[src/hdl/qct_pkg.sv]
// Shared types, character codes and size constants for the quoted command tokenizer.
// No dependencies; every other file imports this package.
package qct_pkg;

    localparam int MAX_ARGS = 16;
    localparam int MAX_LEN  = 1024;
    localparam int ARGC_W   = $clog2(MAX_ARGS + 1);
    localparam int LEN_W    = $clog2(MAX_LEN + 1);
    localparam int NUM_W    = 5;

    localparam logic [7:0] CH_NUL   = 8'h00;
    localparam logic [7:0] CH_TAB   = 8'h09;
    localparam logic [7:0] CH_LF    = 8'h0A;
    localparam logic [7:0] CH_CR    = 8'h0D;
    localparam logic [7:0] CH_SP    = 8'h20;
    localparam logic [7:0] CH_QUOTE = 8'h22;
    localparam logic [7:0] CH_SEMI  = 8'h3B;

    typedef enum logic [1:0] {
        KIND_BYTE = 2'd0,
        KIND_END  = 2'd1,
        KIND_DONE = 2'd2
    } kind_t;

    typedef enum logic [1:0] {
        ST_OK    = 2'd0,
        ST_QUOTE = 2'd1,
        ST_MANY  = 2'd2,
        ST_LONG  = 2'd3
    } status_t;

    typedef enum logic [2:0] {
        MODE_BETWEEN = 3'b001,
        MODE_PLAIN   = 3'b010,
        MODE_QUOTED  = 3'b100
    } mode_t;

    typedef struct packed {
        logic              parity;
        mode_t             mode;
        logic              skip;
        logic [ARGC_W-1:0] argc;
        logic [LEN_W-1:0]  len;
        status_t           err;
    } qct_state_t;

    typedef struct packed {
        kind_t            kind;
        logic [7:0]       ch;
        logic [NUM_W-1:0] num;
        status_t          st;
    } qct_res_t;

    typedef struct packed {
        qct_res_t res;
        logic     last;
    } qct_entry_t;

    localparam qct_state_t STATE_CLEAR = '{
        parity: 1'b0, mode: MODE_BETWEEN, skip: 1'b0,
        argc: '0, len: '0, err: ST_OK
    };

    // argument index / count as carried on the output, kept to its low bits
    function automatic logic [NUM_W-1:0] to_num(input logic [ARGC_W-1:0] a);
        logic [ARGC_W+NUM_W-1:0] wide;
        wide = {{NUM_W{1'b0}}, a};
        return wide[NUM_W-1:0];
    endfunction

    function automatic qct_res_t mk_res(input kind_t k, input logic [7:0] c,
                                        input logic [ARGC_W-1:0] a, input status_t s);
        qct_res_t r;
        r.kind = k;
        r.ch   = c;
        r.num  = to_num(a);
        r.st   = s;
        return r;
    endfunction

endpackage

[src/hdl/qct_step.sv]
// Per-byte tokenizer logic: next state and up to two result items for one input byte.
// Purely combinational; depends on qct_pkg.
module qct_step
    import qct_pkg::*;
(
    input  qct_state_t  cur,
    input  logic [7:0]  in_byte,
    output qct_state_t  nxt,
    output logic [1:0]  res_cnt,
    output qct_res_t    res0,
    output qct_res_t    res1
);

    logic       is_space;
    logic       is_delim;
    logic       is_quote;
    logic       arg_room;

    // message-done path
    logic [1:0] fin_cnt;
    qct_res_t   fin_r0;
    qct_res_t   fin_r1;

    // ordinary byte path
    qct_state_t tk_state;
    logic       tk_emit;
    qct_res_t   tk_r;
    logic [LEN_W-1:0] len_inc;

    assign is_space = (in_byte == CH_SP) || (in_byte == CH_TAB);
    assign is_delim = in_byte inside {CH_SEMI, CH_CR, CH_LF};
    assign is_quote = (in_byte == CH_QUOTE);
    assign arg_room = (cur.argc < ARGC_W'(MAX_ARGS));

    always_comb
    begin
        fin_cnt = 2'd1;
        fin_r1  = mk_res(KIND_DONE, CH_NUL, cur.argc, cur.err);
        fin_r0  = mk_res(KIND_DONE, CH_NUL, cur.argc, cur.err);
        if (cur.err == ST_OK && cur.mode == MODE_PLAIN)
        begin
            if (arg_room)
            begin
                fin_cnt = 2'd2;
                fin_r0  = mk_res(KIND_END, CH_NUL, cur.argc, ST_OK);
                fin_r1  = mk_res(KIND_DONE, CH_NUL, cur.argc + ARGC_W'(1), ST_OK);
            end
            else
            begin
                fin_r0 = mk_res(KIND_DONE, CH_NUL, cur.argc, ST_MANY);
            end
        end
        else if (cur.err == ST_OK && cur.mode == MODE_QUOTED)
        begin
            fin_r0 = mk_res(KIND_DONE, CH_NUL, cur.argc, ST_QUOTE);
        end
    end

    always_comb
    begin
        tk_state        = cur;
        tk_state.skip   = 1'b0;
        tk_state.parity = cur.parity ^ is_quote;
        tk_emit         = 1'b0;
        tk_r            = mk_res(KIND_BYTE, in_byte, cur.argc, ST_OK);
        len_inc         = cur.len + LEN_W'(1);
        if (cur.len < LEN_W'(MAX_LEN))
        begin
            tk_state.len = len_inc;
        end
        if (tk_state.len == LEN_W'(MAX_LEN))
        begin
            tk_state.err = ST_LONG;
        end
        if (tk_state.err == ST_OK)
        begin
            case (cur.mode)
                MODE_PLAIN, MODE_QUOTED:
                begin
                    // plain ends at a space, quoted at the closing quote
                    if ((cur.mode == MODE_PLAIN) ? is_space : is_quote)
                    begin
                        tk_state.mode = MODE_BETWEEN;
                        if (arg_room)
                        begin
                            tk_emit       = 1'b1;
                            tk_r          = mk_res(KIND_END, CH_NUL, cur.argc, ST_OK);
                            tk_state.argc = cur.argc + ARGC_W'(1);
                        end
                        else
                        begin
                            tk_state.err = ST_MANY;
                        end
                    end
                    else
                    begin
                        tk_emit = arg_room;
                    end
                end
                default:
                begin
                    if (is_space)
                    begin
                        tk_state.mode = MODE_BETWEEN;
                    end
                    else if (is_quote)
                    begin
                        tk_state.mode = MODE_QUOTED;
                    end
                    else
                    begin
                        tk_state.mode = MODE_PLAIN;
                        tk_emit       = arg_room;
                    end
                end
            endcase
        end
    end

    always_comb
    begin
        nxt     = cur;
        res_cnt = 2'd0;
        res0    = fin_r0;
        res1    = fin_r1;
        if (in_byte == CH_NUL)
        begin
            nxt = STATE_CLEAR;
            if (!cur.skip)
            begin
                res_cnt = fin_cnt;
            end
        end
        else if (cur.skip && (is_delim || is_space))
        begin
            nxt = cur;
        end
        else if (is_delim && !cur.parity)
        begin
            nxt      = STATE_CLEAR;
            nxt.skip = 1'b1;
            res_cnt  = fin_cnt;
        end
        else
        begin
            nxt     = tk_state;
            res_cnt = {1'b0, tk_emit};
            res0    = tk_r;
        end
    end

endmodule

[src/hdl/qct_out_buf.sv]
// Two-entry result buffer between the tokenizer logic and the output channel.
// Marks the final result of each input byte; depends on qct_pkg.
module qct_out_buf
    import qct_pkg::*;
(
    input  logic       clk,
    input  logic       rst_n,
    input  logic       push,
    input  logic [1:0] push_n,
    input  qct_res_t   push_r0,
    input  qct_res_t   push_r1,
    output logic       room,
    output logic       out_valid,
    input  logic       out_ready,
    output qct_entry_t head
);

    logic [1:0] count_reg;
    logic [1:0] count_next;
    qct_entry_t q0_reg;
    qct_entry_t q0_next;
    qct_entry_t q1_reg;
    qct_entry_t q1_next;
    logic       pop;

    assign out_valid = (count_reg != 2'd0);
    assign pop       = out_valid && out_ready;
    // a push lands only in an empty buffer or in one whose single entry is taken in the same cycle
    assign room      = (count_reg == 2'd0) || (count_reg == 2'd1 && out_ready);
    assign head      = q0_reg;

    always_comb
    begin
        count_next = count_reg;
        q0_next    = q0_reg;
        q1_next    = q1_reg;
        if (push)
        begin
            count_next   = push_n;
            q0_next.res  = push_r0;
            q0_next.last = (push_n == 2'd1);
            q1_next.res  = push_r1;
            q1_next.last = 1'b1;
        end
        else if (pop)
        begin
            count_next = count_reg - 2'd1;
            q0_next    = q1_reg;
        end
    end

    always_ff @(posedge clk or negedge rst_n)
    begin
        if (!rst_n)
        begin
            count_reg <= 2'd0;
        end
        else
        begin
            count_reg <= count_next;
        end
    end

    always_ff @(posedge clk)
    begin
        q0_reg <= q0_next;
        q1_reg <= q1_next;
    end

`ifndef SYNTH
    a_count_range: assert property (@(posedge clk) disable iff (!rst_n)
        count_reg != 2'd3)
        else $error("result buffer count out of range");

    a_pair_held: assert property (@(posedge clk) disable iff (!rst_n)
        (push && push_n == 2'd2) |=> (count_reg == 2'd2 && !q0_reg.last && q1_reg.last))
        else $error("result pair not held with last mark on second");
`endif

endmodule

[src/hdl/quoted_command_tokenizer_unit.sv]
// Top level of the quoted command tokenizer: state registers, per-byte logic, result buffer.
// Depends on qct_pkg, qct_step and qct_out_buf.
//
//  channel | handshake            | payload
//  --------+----------------------+------------------------------------------------
//  input   | in_valid / in_ready  | in_byte
//  output  | out_valid / out_ready| kind, out_char, arg_number, status, last_of_step
//
// One byte is taken per cycle while the result buffer has room; its results are in the
// result buffer the next cycle. A byte with two results (argument end plus message done)
// holds the input while the buffer drains. While the single waiting result is being taken,
// a new byte is accepted in the same cycle. Reset clears the tokenizer state and empties
// the buffer; no clearing pass is needed.
module quoted_command_tokenizer_unit
    import qct_pkg::*;
(
    input  logic             clk,
    input  logic             rst_n,
    input  logic             in_valid,
    output logic             in_ready,
    input  logic [7:0]       in_byte,
    output logic             out_valid,
    input  logic             out_ready,
    output logic [1:0]       kind,
    output logic [7:0]       out_char,
    output logic [NUM_W-1:0] arg_number,
    output logic [1:0]       status,
    output logic             last_of_step
);

    qct_state_t state_reg;
    qct_state_t state_next;
    qct_state_t step_state;
    logic [1:0] res_cnt;
    qct_res_t   res0;
    qct_res_t   res1;
    logic       accept;
    qct_entry_t head;

    assign accept = in_valid && in_ready;

    qct_step u_step (
        .cur     (state_reg),
        .in_byte (in_byte),
        .nxt     (step_state),
        .res_cnt (res_cnt),
        .res0    (res0),
        .res1    (res1)
    );

    qct_out_buf u_buf (
        .clk       (clk),
        .rst_n     (rst_n),
        .push      (accept),
        .push_n    (res_cnt),
        .push_r0   (res0),
        .push_r1   (res1),
        .room      (in_ready),
        .out_valid (out_valid),
        .out_ready (out_ready),
        .head      (head)
    );

    assign state_next   = accept ? step_state : state_reg;
    assign kind         = head.res.kind;
    assign out_char     = head.res.ch;
    assign arg_number   = head.res.num;
    assign status       = head.res.st;
    assign last_of_step = head.last;

    always_ff @(posedge clk or negedge rst_n)
    begin
        if (!rst_n)
        begin
            state_reg <= STATE_CLEAR;
        end
        else
        begin
            state_reg <= state_next;
        end
    end

`ifndef SYNTH
    a_text_end_clears: assert property (@(posedge clk) disable iff (!rst_n)
        (accept && in_byte == CH_NUL) |=>
            (state_reg.argc == '0 && state_reg.len == '0 && state_reg.err == ST_OK
             && !state_reg.skip && !state_reg.parity))
        else $error("text end did not clear tokenizer state");

    a_delim_sets_skip: assert property (@(posedge clk) disable iff (!rst_n)
        (accept && !state_reg.skip && !state_reg.parity
         && (in_byte == CH_SEMI || in_byte == CH_CR || in_byte == CH_LF))
            |=> (state_reg.skip && out_valid))
        else $error("message end at delimiter not followed by skip and done item");
`endif

endmodule
[config.mk]
export PLATFORM = sky130hd
export DESIGN_NAME = quoted_command_tokenizer_unit
export DESIGN_NICKNAME = d
export VERILOG_FILES = /design/src/hdl/qct_pkg.sv /design/src/hdl/qct_step.sv /design/src/hdl/qct_out_buf.sv /design/src/hdl/quoted_command_tokenizer_unit.sv
export SDC_FILE = /design/constraint.sdc
export NUM_CORES = 1
export LEC_CHECK = 0
export BUFFER_PORTS_ARGS = -buffer_cell sky130_fd_sc_hd__buf_2
export CAP_MARGIN = 10
export CORE_AREA = 2 2 86 88
export CTS_BUF_LIST = sky130_fd_sc_hd__clkbuf_8
export DETAILED_ROUTE_END_ITERATION = 12
export DIE_AREA = 0 0 88 90
export SLEW_MARGIN = 20
export SYNTH_ARGS = -nofsm -noshare
export SYNTH_HDL_FRONTEND = slang
export SYNTH_SLANG_ARGS = --single-unit
[constraint.sdc]
create_clock -name clk -period 2.5 [get_ports clk]
set_clock_uncertainty 0.2 [all_clocks]
set_input_delay 0.5 -clock clk [delete_from_list [all_inputs] [get_ports clk]]
set_output_delay 0.5 -clock clk [all_outputs]
set_load 0.02 [all_outputs]
==> results of run 1 <==
==> layer usage <==
layer | GRT usage (%) | routed length, um
met1 | 24.0 | 3020
met2 | 25.4 | 3010
met3 | 3.12 | 158
met4 | 4.87 | 64
met5 | 0 | 0
==> cell usage in the layout (no fill, tap or decap), types with 3 or more instances in the layout <==
cell type / count
nand2_1: 31
a21oi_1: 11
inv_1: 8
and3_1: 3
or3_1: 3
nor3_1: 10
and2_1: 11
nor2_1: 14
dfrtp_1: 24
ha_1: 5
o22a_1: 4
buf_2: 31
o31ai_1: 3
nand3_1: 8
nor2b_1: 3
clkbuf_8: 5
edfxtp_1: 25
o21ai_0: 16
xnor2_1: 4
mux2_2: 3
a31oi_1: 5
nand4_1: 6
mux2i_1: 3
o21ai_1: 5
buf_4: 45
==> report_power, final <==
part | switching [W] | internal [W] | leakage, nW
logic | 0.000637 | 0.000454 | 0.827
clock network | 0.000284 | 0.000300 | 0.0585
registers | 0.000142 | 0.00113 | 0.560
==> metrics by stage <==
step	setup TNS, ps	utilization (%)	area, um^2	power [W]
after global routing	-30.0	49.9	3500	0.00313
after detailed placement	-8780	47.5	3340	0.00234
after global placement	-8000	47.5	3340	0.00232
after floorplan	-1340	-	2800	0.00196
final	0	49.9	3500	0.00294
after CTS	0	49.3	3460	0.00293
==> critical path, cell delays in order <==
cell and delay, ps:
buf_2 100, or3_4 410, or3_4 340, or4_4 460
nand4_1 160, buf_4 170, nor2_1 60, mux2_2 270
==> path summary, 6_finish.rpt <==
check                      slack, ps                 startpoint  cells after the start                        endpoint
min reg2reg                      310  state_reg[22]$_DFFE_PN0P_                      1       state_reg[22]$_DFFE_PN0P_
max                               30                 in_byte[2]                      8        state_reg[2]$_DFFE_PN0P_
max in group asynchronous       1710                      rst_n                      1  u_buf.count_reg[0]$_DFFE_PN0P_
min in group clk                 310  state_reg[22]$_DFFE_PN0P_                      1       state_reg[22]$_DFFE_PN0P_
max reg2reg                      140   state_reg[2]$_DFFE_PN0P_                      8       state_reg[19]$_DFFE_PN1P_
min                               -5                      rst_n                      1        state_reg[8]$_DFFE_PN0P_
==> cell type report <==
type | instances | area (um^2)
clock buffer | 5 | 68.8
clock inverter | 3 | 43.8
fill | 647 | 3520
inverter | 8 | 30.0
multi-input combinational | 202 | 1370
sequential | 50 | 1380
tap | 99 | 124
timing repair buffer | 76 | 493
==> cell families after synthesis <==
kind of cell             Yosys count  share of synthesized area, %
flip-flops                        50                          49.6
adder cells (fa/ha/maj)            5                          2.25
AND/OR/NAND/NOR                  119                          24.4
AO/OA/AOI/OAI                     67                          16.4
XOR/XNOR                           5                          1.58
buffers and inverters             24                          3.47
multiplexers                       6                          2.30
==> timing repair <==
item                                    4_1_cts  5_1_grt
resized for setup                             3       11
endpoints found under the setup margin        5       36
pin swaps                                     0        3
==> results.yml, run 1 <==
run_status:
  status: "finished with violations"
  violations: "hold timing"
synthesis:
  synth_nets: 293
  synth_ff_type: "edfxtp_1"
  synth_area_leaders: "edfxtp_1 (27%), dfrtp_1 (22%), nand2_1 (4.2%)"
  syn-cell-area_um2: 2780
  synth_cell_types: 62
  synth-async-reset-ratio_pct: 50.0
  yosysSeqAreaShare_pct: 49.6
  ys_top_cells_by_count: "nand2_1 (31), edfxtp_1 (25), dfrtp_1 (24), o21ai_0 (18), nor2_1 (14)"
  yosys_register_bits: 50
  yosysTopAreaCell: "edfxtp_1"
  synth_enable_flop_cells: 25
  yosysTopAreaCellShare_pct: 27.0
  avgSynthCellArea_um2: 10.1
  synth_warnings: 0
  synthCells: 276
  synth.most_common_cell: "nand2_1"
placement:
  place.detailed.hpwl_um: 4620
  port_buffers: 31
  place_congestion: 0.832
  place_inst: 435
  place_ws_ps: -359
floorplan:
  dieArea_um2: 7920
  die_y_um: 90
  core_area_um2: 7020
  rows: 31
  die_x_um: 88
  start_util_pct: 39.6
  io_pins: 32
clock_network:
  cts_tree: "yes"
  insertion_delay_ps: 300
  cts_buffers: 5
  cts_hold_buf: 0
  cts_sinks: 50
  cts_setup_buffers: 0
  clk_path_buf_depth: 2
  clk_pin_slew_worst_paths_ps: 100
  htree_levels: 2
  ctsRootBufferMaster: "clkbuf_8"
flow_run:
  drv_cap: 0
power:
  p_leak_nw: 1.45
  peakVddDrop_v: 0.000470
  power_density_nw_per_um2: 840
detailed_routing:
  vias: 2310
  drcViolationCount: 0
  wl_um: 6250
  vias_per_cell: 5.21
  firstDrtPassIters: 4
  final_antenna_net_count: 0
  drt_iter0_drc: 95
  avgRoutedWirePerCell_um: 14.1
critical_path:
  crit_type: "in -> reg"
  arrival_ps: 2470
  critPathMaxFanout: 5
  start_kind: "primary input"
  worstPathRequired_ps: 2500
  endpoint_kind: "flop"
sta:
  period_share_pct: 98.8
  final_hold_viol_count: 14
  rsz0062_at_grt: "yes"
  setup_viol: 0
  min_period_ps: 2470
  maxSlewViolCount: 0
  tightest_slew_ps: 609
  layout_setup_ws_ps: 31.1
  holdWs_ps: -5.22
  max_freq_mhz: 405
  slew-limit-headroom_pct: 59.2
hold_path:
  hold_class: "in -> async"
global_routing:
  grt_max_degree: 26
  grt_pass1_wl_um: 10500
  grt-ovfl-total: 0
  grt_usage_pct: 16.6
  grt_pass1_vias: 2192
  antenna_found_initial: 0
final_layout:
  instances_no_fill: 443
  nets: 360
  drive_gt1_share_pct: 32.3
  num_antenna_cells: 0
  largest_reg_flops: 23
  syn_to_final_growth_pct: 26.1
Note: power is estimated with default switching activity, not from simulation.
==> run 2, diff against run 1 <==
--- a/config.mk
+++ b/config.mk
@@ -7,10 +7,13 @@
 export LEC_CHECK = 0
 export BUFFER_PORTS_ARGS = -buffer_cell sky130_fd_sc_hd__buf_2
 export CAP_MARGIN = 10
+export CELL_PAD_IN_SITES_DETAIL_PLACEMENT = 0
+export CELL_PAD_IN_SITES_GLOBAL_PLACEMENT = 1
 export CORE_AREA = 2 2 86 88
 export CTS_BUF_LIST = sky130_fd_sc_hd__clkbuf_8
 export DETAILED_ROUTE_END_ITERATION = 12
 export DIE_AREA = 0 0 88 90
+export PLACE_DENSITY_LB_ADDON = 0.1
 export SLEW_MARGIN = 20
 export SYNTH_ARGS = -nofsm -noshare
 export SYNTH_HDL_FRONTEND = slang
==> results.yml, run 2 (synthesis gave the netlist of run 1 again) <==
run_status:
  status: "finished clean"
floorplan:
  die_y_um: 90
  io_pins: 32
  start_util_pct: 39.6
  core_area_um2: 7020
  dieArea_um2: 7920
  die_x_um: 88
  rows: 31
final_layout:
  final_cell_area_um2: 3530
  nets: 363
  drive_gt1_share_pct: 33.4
  num_antenna_cells: 0
  largest_reg_flops: 23
  fill_cells: 660
  mostFrequentLayoutCells: "buf_4 (47), nand2_1 (31), buf_2 (31)"
  syn_to_final_growth_pct: 27.0
  layout_commonest_cell: "buf_4"
sta:
  holdWs_ps: 312
  setup_viol: 0
  min_period_ps: 2430
  maxSlewViolCount: 0
  tightest_slew_ps: 580
  layout_setup_ws_ps: 70.5
  final_hold_viol_count: 0
  max_freq_mhz: 412
  rsz0062_at_grt: "no"
  tns_ps: 0
  period_share_pct: 97.2
  slew-limit-headroom_pct: 61.0
critical_path:
  critPathMaxFanout: 7
  endpoint_kind: "flop"
  worstPathRequired_ps: 2490
  crit_type: "in -> reg"
  start_kind: "primary input"
  arrival_ps: 2420
  r2r-start: "state_reg[2]$_DFFE_PN0P_"
  startpoint: "in_byte[2]"
placement:
  postPlaceCellArea_um2: 3350
  port_buffers: 31
  place_ws_ps: -363
  place.detailed.hpwl_um: 4710
  place_congestion: 0.805
power:
  peakVddDrop_v: 0.000466
  finalPower_w: 0.00290
  p_leak_nw: 1.45
  power_density_nw_per_um2: 821
global_routing:
  grt_pass1_vias: 2260
  antenna_found_initial: 0
  grt-ovfl-total: 0
  grt_max_degree: 26
  grt_pass1_wl_um: 11200
  grt_usage_pct: 17.7
clock_network:
  ctsRootBufferMaster: "clkbuf_8"
  cts_tree: "yes"
  cts_setup_buffers: 0
  htree_levels: 2
  clk_pin_slew_worst_paths_ps: 100
  clk_path_buf_depth: 2
  cts_sinks: 50
  insertion_delay_ps: 320
  cts_buffers: 5
detailed_routing:
  drcViolationCount: 0
  final_antenna_net_count: 0
  drt_iter0_drc: 129
  vias: 2325
  avgRoutedWirePerCell_um: 14.3
  vias_per_cell: 5.21
  wl_um: 6380
  firstDrtPassIters: 5
flow_run:
  drv_cap: 0
hold_path:
  hold_class: "in -> reg"
  worstHoldStart: "in_byte[6]"
==> run 2: changes by cell type in the layout (fill, tap and decap cells not counted), sizes merged <==
cell         previous run  this run
dlygate4sd3             0         1
bufinv                  1         0
inv                     9        10
buf                    76        78
==> run 2: cell type report <==
class,count,area [um^2],area share [%]
timing repair buffer,79,518,14.7
multi-input combinational,202,1380,39.2
clock buffer,5,68.8,1.95
inverter,8,30.0,0.851
clock inverter,3,28.8,0.815
sequential,50,1380,39.0
tap,99,124,3.51
==> run 2: per-layer routing <==
metal,GRT usage (%),up-vias,wire length (um)
met5,0,-,0
met4,5.38,0,93
met3,2.39,9,224
met2,27.1,48,2830
met1,25.8,1095,3230
li1,-,1173,-
==> run 2: power by group <==
group          leakage, nW  internal (W)  switching, W
registers            0.560       0.00113      0.000135
logic                0.837      0.000471      0.000649
clock network       0.0506      0.000210      0.000307
total                 1.45       0.00181       0.00109
==> run 2: worst max-delay path: stages <==
cell     delay [ps]
buf_2           120
or3_4           400
or3_4           340
or4_4           440
and4_4          180
buf_4           170
a41oi_1         200
a31oi_1          60
==> run 2: what timing repair did <==
item	CTS	global route
pin swaps	1	6
resized for setup	1	15
setup endpoints to repair	5	29
endpoints found under the hold margin	1	0
hold buffers	1	0
gates cloned	0	0
==> run 2: per-stage QoR <==
stage	utilization, %	cells
after floorplan	-	276
after global placement	47.8	437
after detailed placement	47.8	437
after CTS	49.3	446
after global routing	50.3	446
final	50.3	446
==> run 2: worst paths after layout <==
kind,end,slack (ps),depth (start not counted)
worst max-delay path,state_reg[7]$_DFFE_PN0P_,70,8
worst min-delay path,u_buf.head[14]$_SDFFCE_PP0P_,310,2
worst max register to register,u_buf.head[0]$_SDFFCE_PN1P_,150,8
worst min register to register,state_reg[22]$_DFFE_PN0P_,320,1
max in group asynchronous,u_buf.count_reg[0]$_DFFE_PN0P_,1200,2
min in group asynchronous,state_reg[1]$_DFFE_PN0P_,510,2
